<file path="config.mk">
export PLATFORM = sky130hd
export DESIGN_NAME = pps_timestamp_phase_error_top_flat
export DESIGN_NICKNAME = d
export VERILOG_FILES = /design/src/hdl/pte_pkg.sv /design/src/hdl/pte_word_if.sv /design/src/hdl/pte_result_if.sv /design/src/hdl/pte_front.sv /design/src/hdl/pte_queue.sv /design/src/hdl/pte_back.sv /design/src/hdl/pps_timestamp_phase_error_top.sv /design/src/flat_wrapper.sv
export SDC_FILE = /design/constraint.sdc
export NUM_CORES = 1
export LEC_CHECK = 0
export ABC_CLOCK_PERIOD_IN_PS = 7500
export BUFFER_PORTS_ARGS = -buffer_cell sky130_fd_sc_hd__buf_2
export CAP_MARGIN = 20
export CORE_MARGIN = 2
export CORE_UTILIZATION = 30
export CTS_CLUSTER_DIAMETER = 50
export CTS_CLUSTER_SIZE = 12
export DETAILED_ROUTE_END_ITERATION = 12
export PLACE_DENSITY = 0.48
export RECOVER_POWER = 25
export SETUP_SLACK_MARGIN = 0.2
export SKIP_CTS_REPAIR_TIMING = 1
export SYNTH_ARGS = -nofsm -noshare
export SYNTH_HDL_FRONTEND = slang
export SYNTH_HIERARCHICAL = 1
export SYNTH_SLANG_ARGS = --single-unit
</file>
<file path="constraint.sdc">
create_clock -name clk -period 7.5 [get_ports clk]
set_input_delay 1.125 -clock clk [delete_from_list [all_inputs] [get_ports clk]]
set_output_delay 1.125 -clock clk [all_outputs]
set_load 0.02 [all_outputs]
</file>
<file path="src/hdl/pte_pkg.sv">
// ----------------------------------------------------------------------------
// pte_pkg
// Shared widths, register indexes, state encodings and the job record passed
// from the word front end to the phase back end.
// ----------------------------------------------------------------------------
package pte_pkg;

	localparam int unsigned PAYLOAD_W   = 24;
	localparam int unsigned FRAC_W      = 2 * PAYLOAD_W;
	localparam int unsigned PHASE_W     = 47;
	localparam int unsigned WORK_W      = 53;
	localparam int unsigned CFG_INDEX_W = 1;
	localparam int unsigned CFG_DATA_W  = 47;
	localparam int unsigned QUEUE_DEPTH = 2;

	localparam logic [47:0] SUBNS_SECOND_DEF = 48'd65536000000000;

	typedef enum logic [CFG_INDEX_W-1:0] {
		CFG_BOTH_EDGES   = 1'b0,
		CFG_PHASE_OFFSET = 1'b1
	} cfg_index_t;

	typedef enum logic [1:0] {
		POS_FIRST,
		POS_SECOND,
		POS_THIRD,
		POS_FOURTH
	} word_pos_t;

	typedef enum logic [1:0] {
		BK_IDLE,
		BK_SWEEP,
		BK_FINAL,
		BK_DONE
	} back_state_t;

	typedef struct packed {
		logic              ok;
		logic [FRAC_W-1:0] subns;
	} job_t;

endpackage

</file>
<file path="src/hdl/pte_word_if.sv">
// ----------------------------------------------------------------------------
// pte_word_if
// Timestamp FIFO word channel: flags and payload with valid/ready.
// ----------------------------------------------------------------------------
interface pte_word_if import pte_pkg::*; ();
	logic                 valid;
	logic                 ready;
	logic                 word_last;
	logic                 word_valid;
	logic [PAYLOAD_W-1:0] word_payload;

	modport source(output valid, word_last, word_valid, word_payload, input ready);
	modport sink(input valid, word_last, word_valid, word_payload, output ready);
endinterface

</file>
<file path="src/hdl/pte_result_if.sv">
// ----------------------------------------------------------------------------
// pte_result_if
// Result channel: descriptor status and phase correction with valid/ready.
// ----------------------------------------------------------------------------
interface pte_result_if import pte_pkg::*; ();
	logic                      valid;
	logic                      ready;
	logic                      descriptor_ok;
	logic signed [PHASE_W-1:0] phase_correction;

	modport source(output valid, descriptor_ok, phase_correction, input ready);
	modport sink(input valid, descriptor_ok, phase_correction, output ready);
endinterface

</file>
<file path="src/hdl/pte_front.sv">
// ----------------------------------------------------------------------------
// pte_front
// Groups FIFO words into four-word descriptors, checks the flags and pushes
// one job per completed descriptor into the queue.
// ----------------------------------------------------------------------------
module pte_front import pte_pkg::*; (
	input  logic       clk,
	input  logic       arst_n,
	pte_word_if.sink   word,
	input  logic       full,
	output logic       push,
	output job_t       push_job
);

	word_pos_t            pos_q, pos_d;
	logic                 middle_valid_q;
	logic [PAYLOAD_W-1:0] upper_q;
	logic                 accept;

	assign accept = word.valid && word.ready;

	// next position
	always_comb begin
		pos_d = pos_q;
		unique case (pos_q)
			POS_FIRST:  if (accept && word.word_valid) pos_d = POS_SECOND;
			POS_SECOND: if (accept) pos_d = POS_THIRD;
			POS_THIRD:  if (accept) pos_d = POS_FOURTH;
			POS_FOURTH: if (accept) pos_d = POS_FIRST;
		endcase
	end

	// outputs: stall only the closing word when the queue is full
	always_comb begin
		word.ready     = !((pos_q == POS_FOURTH) && full);
		push           = accept && (pos_q == POS_FOURTH);
		push_job.ok    = middle_valid_q && word.word_last;
		push_job.subns = {upper_q, word.word_payload};
	end

	always_ff @(posedge clk or negedge arst_n) begin
		if (!arst_n) begin
			pos_q          <= POS_FIRST;
			middle_valid_q <= 1'b0;
		end else begin
			pos_q <= pos_d;
			if (accept) begin
				unique case (pos_q)
					POS_FIRST:  if (word.word_valid) middle_valid_q <= 1'b1;
					POS_SECOND: middle_valid_q <= middle_valid_q && word.word_valid;
					POS_THIRD:  middle_valid_q <= middle_valid_q && word.word_valid;
					POS_FOURTH: middle_valid_q <= 1'b0;
				endcase
			end
		end
	end

	always_ff @(posedge clk) begin
		if (accept && (pos_q == POS_THIRD)) begin
			upper_q <= word.word_payload;
		end
	end

endmodule

</file>
<file path="src/hdl/pte_queue.sv">
// ----------------------------------------------------------------------------
// pte_queue
// Short job queue between the front end and the phase back end.
// ----------------------------------------------------------------------------
module pte_queue import pte_pkg::*; #(
	parameter int unsigned DEPTH = QUEUE_DEPTH
) (
	input  logic clk,
	input  logic arst_n,
	input  logic push,
	input  job_t push_job,
	output logic full,
	input  logic pop,
	output job_t pop_job,
	output logic empty
);

	localparam int unsigned PTR_W = (DEPTH > 1) ? $clog2(DEPTH) : 1;
	localparam int unsigned CNT_W = $clog2(DEPTH + 1);

	job_t             mem_q [DEPTH];
	logic [PTR_W-1:0] wr_ptr_q, rd_ptr_q;
	logic [CNT_W-1:0] count_q;
	logic             do_push, do_pop;

	assign full     = (count_q == CNT_W'(DEPTH));
	assign empty    = (count_q == '0);
	assign do_push  = push && !full;
	assign do_pop   = pop && !empty;
	assign pop_job  = mem_q[rd_ptr_q];

	always_ff @(posedge clk) begin
		if (do_push) begin
			mem_q[wr_ptr_q] <= push_job;
		end
	end

	always_ff @(posedge clk or negedge arst_n) begin
		if (!arst_n) begin
			wr_ptr_q <= '0;
			rd_ptr_q <= '0;
			count_q  <= '0;
		end else begin
			if (do_push) begin
				wr_ptr_q <= (wr_ptr_q == PTR_W'(DEPTH - 1)) ? '0 : wr_ptr_q + 1'b1;
			end
			if (do_pop) begin
				rd_ptr_q <= (rd_ptr_q == PTR_W'(DEPTH - 1)) ? '0 : rd_ptr_q + 1'b1;
			end
			if (do_push && !do_pop) begin
				count_q <= count_q + 1'b1;
			end else if (do_pop && !do_push) begin
				count_q <= count_q - 1'b1;
			end
		end
	end

endmodule

</file>
<file path="src/hdl/pte_back.sv">
// ----------------------------------------------------------------------------
// pte_back
// Subtracts the offset, folds the phase into one period by a binary sweep of
// shifted periods, negates it and holds the result in an output register.
// ----------------------------------------------------------------------------
module pte_back import pte_pkg::*; #(
	parameter logic [47:0] SUBNS_SECOND = SUBNS_SECOND_DEF
) (
	input  logic                      clk,
	input  logic                      arst_n,
	input  logic                      empty,
	input  job_t                      pop_job,
	output logic                      pop,
	input  logic                      both_edges,
	input  logic signed [PHASE_W-1:0] phase_offset,
	pte_result_if.source              result
);

	// Bound on the number of whole periods to remove (shortest period).
	localparam logic [47:0]     PMIN  = SUBNS_SECOND >> 1;
	localparam longint unsigned NMAX  = (64'd1 << 49) / PMIN + 1;
	localparam int unsigned     STEPS = $clog2(NMAX + 1);
	localparam int unsigned     CNT_W = (STEPS > 1) ? $clog2(STEPS) : 1;

	back_state_t              state_q, state_d;
	logic signed [WORK_W-1:0] phase_q, div_q;
	logic [CNT_W-1:0]         cnt_q;
	logic                     ok_q;
	logic                     res_valid_q;
	logic                     res_ok_q;
	logic signed [PHASE_W-1:0] res_corr_q;

	logic signed [WORK_W-1:0] period_w, half_w, diff_w, neg_w, start_w;
	logic                     slot_free, load_out;

	assign period_w  = WORK_W'(SUBNS_SECOND >> both_edges);
	assign half_w    = period_w >>> 1;
	assign diff_w    = phase_q - div_q;
	assign neg_w     = -phase_q;
	assign start_w   = WORK_W'(pop_job.subns) - WORK_W'(phase_offset);
	assign slot_free = !res_valid_q || result.ready;

	// next state
	always_comb begin
		state_d = state_q;
		unique case (state_q)
			BK_IDLE: begin
				if (!empty) state_d = pop_job.ok ? BK_SWEEP : BK_DONE;
			end
			BK_SWEEP: begin
				if (cnt_q == '0) state_d = BK_FINAL;
			end
			BK_FINAL: state_d = BK_DONE;
			BK_DONE: begin
				if (slot_free) state_d = BK_IDLE;
			end
		endcase
	end

	// outputs
	always_comb begin
		pop      = (state_q == BK_IDLE) && !empty;
		load_out = (state_q == BK_DONE) && slot_free;
	end

	always_ff @(posedge clk) begin
		unique case (state_q)
			BK_IDLE: begin
				ok_q    <= pop_job.ok;
				phase_q <= pop_job.ok ? start_w : '0;
				div_q   <= period_w <<< (STEPS - 1);
				cnt_q   <= CNT_W'(STEPS - 1);
			end
			BK_SWEEP: begin
				// take a multiple of the period while the phase stays above half
				if (diff_w > half_w) phase_q <= diff_w;
				div_q <= div_q >>> 1;
				cnt_q <= cnt_q - 1'b1;
			end
			BK_FINAL: begin
				if (phase_q > half_w) phase_q <= phase_q - period_w;
			end
			BK_DONE: ;
		endcase
		if (load_out) begin
			res_ok_q   <= ok_q;
			res_corr_q <= neg_w[PHASE_W-1:0];
		end
	end

	always_ff @(posedge clk or negedge arst_n) begin
		if (!arst_n) begin
			state_q     <= BK_IDLE;
			res_valid_q <= 1'b0;
		end else begin
			state_q <= state_d;
			if (load_out) begin
				res_valid_q <= 1'b1;
			end else if (result.ready) begin
				res_valid_q <= 1'b0;
			end
		end
	end

	assign result.valid            = res_valid_q;
	assign result.descriptor_ok    = res_ok_q;
	assign result.phase_correction = res_corr_q;

endmodule

</file>
<file path="src/hdl/pps_timestamp_phase_error_top.sv">
// ----------------------------------------------------------------------------
// pps_timestamp_phase_error_top
// Pulse-timestamp phase error detector.
//
// The word channel takes timestamp FIFO words (last, valid, 24-bit payload)
// one beat at a time; every four words after a valid first word form one
// descriptor, and the result channel gives one beat per descriptor: an ok
// flag and the negated phase error folded into one period. An invalid first
// word is dropped without a result.
// Words are taken at one per cycle; only the closing word of a descriptor
// stalls, and only while the two-entry job queue is full.
// The back end loads a job, sweeps the phase with its shared
// subtract-and-compare, folds it once more and moves the result into the
// output register, and only then takes the next job. A job with bad flags
// skips the sweep and the fold.
// A stalled result holds in the output register; the back end waits, the
// queue fills and then the front end holds the closing word.
// Reset clears the word position, the queue, the back end and the
// configuration (single-edge period, zero offset). Write configuration only
// while no descriptor is in flight.
// ----------------------------------------------------------------------------
module pps_timestamp_phase_error_top import pte_pkg::*; #(
	parameter logic [47:0] SUBNS_SECOND = SUBNS_SECOND_DEF
) (
	input  logic                   clk,
	input  logic                   arst_n,
	pte_word_if.sink               word,
	pte_result_if.source           result,
	input  logic                   cfg_we,
	input  logic [CFG_INDEX_W-1:0] cfg_index,
	input  logic [CFG_DATA_W-1:0]  cfg_wdata
);

	logic                      both_edges_q;
	logic signed [PHASE_W-1:0] phase_offset_q;

	logic push, full, pop, empty;
	job_t push_job, pop_job;

	always_ff @(posedge clk or negedge arst_n) begin
		if (!arst_n) begin
			both_edges_q   <= 1'b0;
			phase_offset_q <= '0;
		end else if (cfg_we) begin
			unique case (cfg_index_t'(cfg_index))
				CFG_BOTH_EDGES:   both_edges_q   <= cfg_wdata[0];
				CFG_PHASE_OFFSET: phase_offset_q <= signed'(cfg_wdata[PHASE_W-1:0]);
			endcase
		end
	end

	pte_front u_front (
		.clk      (clk),
		.arst_n   (arst_n),
		.word     (word),
		.full     (full),
		.push     (push),
		.push_job (push_job)
	);

	pte_queue #(
		.DEPTH (QUEUE_DEPTH)
	) u_queue (
		.clk      (clk),
		.arst_n   (arst_n),
		.push     (push),
		.push_job (push_job),
		.full     (full),
		.pop      (pop),
		.pop_job  (pop_job),
		.empty    (empty)
	);

	pte_back #(
		.SUBNS_SECOND (SUBNS_SECOND)
	) u_back (
		.clk          (clk),
		.arst_n       (arst_n),
		.empty        (empty),
		.pop_job      (pop_job),
		.pop          (pop),
		.both_edges   (both_edges_q),
		.phase_offset (phase_offset_q),
		.result       (result)
	);

endmodule

</file>
<file path="src/flat_wrapper.sv">
// flat-port wrapper written by rule: the top's interface ports become plain ports
module pps_timestamp_phase_error_top_flat import pte_pkg::*;
#(
	parameter logic [47:0] SUBNS_SECOND = SUBNS_SECOND_DEF
)
  (clk, arst_n, cfg_we, cfg_index, cfg_wdata, word_valid, word_word_last, word_word_valid, word_word_payload, word_ready, result_valid, result_descriptor_ok, result_phase_correction, result_ready);
  pte_word_if word_i ();
  pte_result_if result_i ();
  input  logic clk;
  input  logic arst_n;
  input  logic cfg_we;
  input  logic [CFG_INDEX_W-1:0] cfg_index;
  input  logic [CFG_DATA_W-1:0] cfg_wdata;
  input wire logic [$bits(word_i.valid)-1:0] word_valid;
  input wire logic [$bits(word_i.word_last)-1:0] word_word_last;
  input wire logic [$bits(word_i.word_valid)-1:0] word_word_valid;
  input wire logic [$bits(word_i.word_payload)-1:0] word_word_payload;
  output wire logic [$bits(word_i.ready)-1:0] word_ready;
  output wire logic [$bits(result_i.valid)-1:0] result_valid;
  output wire logic [$bits(result_i.descriptor_ok)-1:0] result_descriptor_ok;
  output wire logic [$bits(result_i.phase_correction)-1:0] result_phase_correction;
  input wire logic [$bits(result_i.ready)-1:0] result_ready;
  assign word_i.valid = word_valid;
  assign word_i.word_last = word_word_last;
  assign word_i.word_valid = word_word_valid;
  assign word_i.word_payload = word_word_payload;
  assign word_ready = word_i.ready;
  assign result_valid = result_i.valid;
  assign result_descriptor_ok = result_i.descriptor_ok;
  assign result_phase_correction = result_i.phase_correction;
  assign result_i.ready = result_ready;
  pps_timestamp_phase_error_top #(.SUBNS_SECOND(SUBNS_SECOND)) u_core (.clk(clk), .arst_n(arst_n), .word(word_i), .result(result_i), .cfg_we(cfg_we), .cfg_index(cfg_index), .cfg_wdata(cfg_wdata));
endmodule
</file>
==> results.txt <==
The DRC violation count after routing is 0. The worst path needs between 6000 and 7000 ps of the cycle, external delays included. The worst slew margin relative to its limit is -1.301. The critical register-to-register path startpoint is u_core/u_back/phase_q[0]$_DFFE_PP_. The region available for standard cell placement spans roughly 70000 um2. The critical path capture point is u_core/u_back/phase_q[6]$_DFFE_PP_. The clock buffer count from CTS came out at 49. The sequential element share of the synthesized area came out at 0.4505. STA classifies the critical path endpoint as a flop.

The critical path is of the reg -> reg type. The clock transition at the register clock pins on the worst setup and hold paths after CTS is about 60 ps. For the worst-skew pair, the clock arrives at the later sink with an insertion delay of 610 ps. The H-tree depth came out at 2. For the worst setup path, the data arrival time is 6590 ps. The height of the chip came out at approximately 270 um.

The clock tree skew after final layout came out at about 34 ps. In this run the worst path has a maximum fanout of 53. Across all hold checks on the routed design, the worst slack comes to 418.0 ps. The checks that failed: max-capacitance violations, max-slew violations.

The via count of the first global-routing pass was between 15000 and 20000. The synthesized-area fraction occupied by xor and xnor cells is 0.06018. The area share of the largest cell type after synthesis came out at 0.3836. The detailed-route via count is roughly 15000. The non-filler instance count after layout is between 3000 and 4000. The share of layout cells above drive strength 1 came out at 0.1595. After synthesis, the netlist uses just over 90 different library cells. For this run, the total global-route usage over all layers was measured as 0.1593.

The run finished, with violations left. The number of search-and-repair iterations in the first detailed-routing pass came out at 5. The half-perimeter wire length of the detailed placement result came out at between 40000 and 50000 um. The global-route wire length before repair is 92270 um. The worst-margin pin slew came out at approximately 3500 ps.

The average wire length per cell after detail routing is 19.22 um. The synthesis-to-finish area growth came out at 14.03%. The post-synthesis cell type with the largest combined area is edfxtp_1. In this run the worst hold path is classified as reg -> reg. The TritonCTS clock tree is yes. After synthesis, the largest family of logic cells by area is compound AO/OA/AOI/OAI gates.

The final-report hold violation count came to 0. At the worst endpoint, the required time is 7750 ps. The sort of element at the start of the critical path is a flop. The routed via count divided by cell count came out at ~5. Counting every sink on the clock net gives around 340. For this run, asynchronously set or reset flops after synthesis account for 0.1731. Setup violations remaining at the end of the flow were counted as 0. The I/O pin count came out at about 130.

Setup total negative slack on the finished layout was measured at 0 ps. The synthesized flop and latch total came out at about 340. The number of buffers on the longest clock path came out at 3. The mux cell area share after synthesis came out at 0.06843. The start point of the critical path is u_core/u_back/phase_q[0]$_DFFE_PP_. The number of placed cells counting well taps is approximately 3000.

The mapped netlist covers approximately 22000 um2. Yosys printed 6 warnings. Yosys attributes the largest share of cell area to edfxtp_1, ha_1, dfrtp_1. In the finished design, the share of the clock period the worst path needs comes to 0.8445. The number of design-rule violations left by the first detailed-router iteration is 1135. The average cell area after synthesis came out at 10.79 um2. The total number of placement rows came out at 98. The area of the die came out at about 74000 um2. Of the total synthesized cell area, the portion taken by full adders, half adders and majority gates is 0.09128. At the end of routability-driven placement, the weighted congestion stood at between 0.8 and 0.9. The count of pins over their slew limit is 59. The residual antenna-violating net count after detailed routing came out at 0. The net count of the finished layout is approximately 2300. The number of antenna diodes in the final layout is 0. The share of synthesized cell area in and, or, nand and nor gates came out at 0.1131.

The filler cell count came out at about 7100. The number of maximum-capacitance constraint violations is 1. The fraction of the mapped netlist area in compound gates came out at 0.1638.

The die boundary width came out at roughly 270 um. Measured in cells, the most critical reg-to-reg path has a length of 24. The end of the worst register-to-register path is u_core/u_back/phase_q[6]$_DFFE_PP_. The aggregate routed wire length is 59600 um.

The number of enable flip-flop cells after synthesis came out at 277. The maximum number of pins on one net before global-route repair is 64. The global route total overflow is 0.

The cell sitting at the root of the clock tree is a clkbuf_16. For this run, the leading register cell type out of synthesis is edfxtp_1. The reg2reg setup slack is about 1200 ps. The initial antenna violation count came out at 0. Setup repair after global routing left no endpoint under its margin. Counting every net in the synthesized netlist gives between 2000 and 2500. The count of input and output buffers is ~130.

The count of mapped cells out of synthesis is between 2000 and 2500. The top achievable clock speed is between 150 and 200 MHz. The starting density of the core is 0.3033.
## critical path, cell delays in order (launching register included)
cell and delay, ps:
edfxtp_1 410, inv_1 120, ha_1 170, inv_1 50, fa_1 400, a21o_1 210, a221oi_1 560, a21boi_0 260
nand4_1 240, a21oi_1 90, or2_2 310, a21o_1 180, a21oi_1 160, xnor2_1 120, ha_1 330, nand2_1 60
nor4_1 170, o2111ai_1 130, or3_1 330, nor4_1 160, nor4bb_1 620, nand4b_1 160, o211ai_1 170, a41oi_4 140
buf_4 350
## layer usage
| layer | GRT usage | part of all wire | vias up | routed length, um |
|---|---|---|---|---|
| met2 | 0.2516 | 0.45 | 361 | 26600 |
| met5 | 0 | 0 | - | 0 |
| met1 | 0.2269 | 0.49 | 7406 | 29160 |
| li1 | - | - | 7655 | - |
| met3 | 0.02241 | 0.042 | 75 | 2516 |
| met4 | 0.04425 | 0.022 | 0 | 1317 |
## metrics by stage
step | utilization | setup slack, ps | area (um2)
global route | 0.3459 | 687.8 | 24730
detailed placement | 0.3234 | 1207 | 23120
CTS | 0.3464 | 1154 | 24770
finish | 0.3459 | 1166 | 24730
global placement | 0.3234 | 1207 | 23120
floorplan | - | 404.8 | 21680
## cells in the final DEF, fill, tap and decap left out, types with 8 or more instances in the layout
master     instances
o21ai_0           82
or3_1             22
xor2_1            56
nor2_1           119
nand4_1           25
o21a_1            20
xnor2_1           93
ha_1             154
clkbuf_1          30
a211oi_1          12
nand3_1           23
mux2i_1            8
or2_2              8
o21bai_1          29
inv_6              8
clkbuf_16         49
inv_1            149
a22oi_1           31
a21o_1            75
buf_4             18
a31oi_1           18
nor4_1            19
and2_1            13
nand2b_1          10
a21oi_1          130
clkinv_2          10
and3_1            12
mux2_4            80
buf_2            104
mux2_2            18
nand2_1          122
nor2b_1           19
o211ai_1          14
nor3_1            40
o31ai_1            9
dfrtp_1           57
edfxtp_1         277
o22ai_1           27
## registers in the layout, indices dropped and copies added (netlist names), 2 cells and up
name	cells
u_core/phase_offset_q	47
u_core/u_back/cnt_q	3
u_core/u_back/div_q	50
u_core/u_back/phase_q	53
u_core/u_back/result.phase_correction	47
u_core/u_back/state_q	2
u_core/u_front/pos_q	2
u_core/u_front/upper_q	24
u_core/u_queue/count_q	2
u_core/u_queue/mem_q	98
## worst min path at each step
stage                                       startpoint                                           end  slack (ps)  depth (start not counted)
after floorplan           u_core/u_back/ok_q$_DFFE_PP_  u_core/u_back/result.descriptor_ok$_DFFE_PP_         400                          0
after global placement    u_core/u_back/ok_q$_DFFE_PP_  u_core/u_back/result.descriptor_ok$_DFFE_PP_         410                          0
after detailed placement  u_core/u_back/ok_q$_DFFE_PP_  u_core/u_back/result.descriptor_ok$_DFFE_PP_         410                          0
after CTS                 u_core/u_back/ok_q$_DFFE_PP_  u_core/u_back/result.descriptor_ok$_DFFE_PP_         420                          0
after global routing      u_core/u_back/ok_q$_DFFE_PP_  u_core/u_back/result.descriptor_ok$_DFFE_PP_         440                          0
final                     u_core/u_back/ok_q$_DFFE_PP_  u_core/u_back/result.descriptor_ok$_DFFE_PP_         420                          0
## cells in the mapped netlist, types with 19 or more instances
library cell  number
nor4_1            19
dfrtp_1           58
o22ai_1           27
o21bai_1          29
o21a_1            20
o21ai_0           82
nand3_1           22
nor3_1            40
or3_1             22
a21oi_1          130
nand4_1           25
a22oi_1           31
nor2_1           120
a21o_1            75
xor2_1            56
xnor2_1           93
nor2b_1           19
edfxtp_1         277
ha_1             155
clkbuf_1          55
nand2_1          123
buf_4             24
inv_1            149
mux2_4            80
## layout make-up
class / instances / area, um2 / area share
Clock buffer: 55 / 1259 / 0.05090
Clock inverter: 36 / 391.6 / 0.01584
Inverter: 151 / 566.8 / 0.02292
Multi-Input combinational cell: 1427 / 10800 / 0.4368
Sequential cell: 335 / 9771 / 0.3951
Tap cell: 950 / 1189 / 0.04807
Timing Repair Buffer: 147 / 749.5 / 0.03031
## logic make-up (layout without fill, tap and decap cells)
kind of cell,after synthesis,in the layout
buffers and inverters,248,389
xor gates and xnor gates,149,149
muxes,106,106
AOI/OAI and AO/OA,535,535
and+or+nand+nor,480,480
adders and majority gates,157,157
DFF,335,335
Power is not shown: default switching activity piles up to over one toggle a cycle in this logic, so the estimate is an artifact.
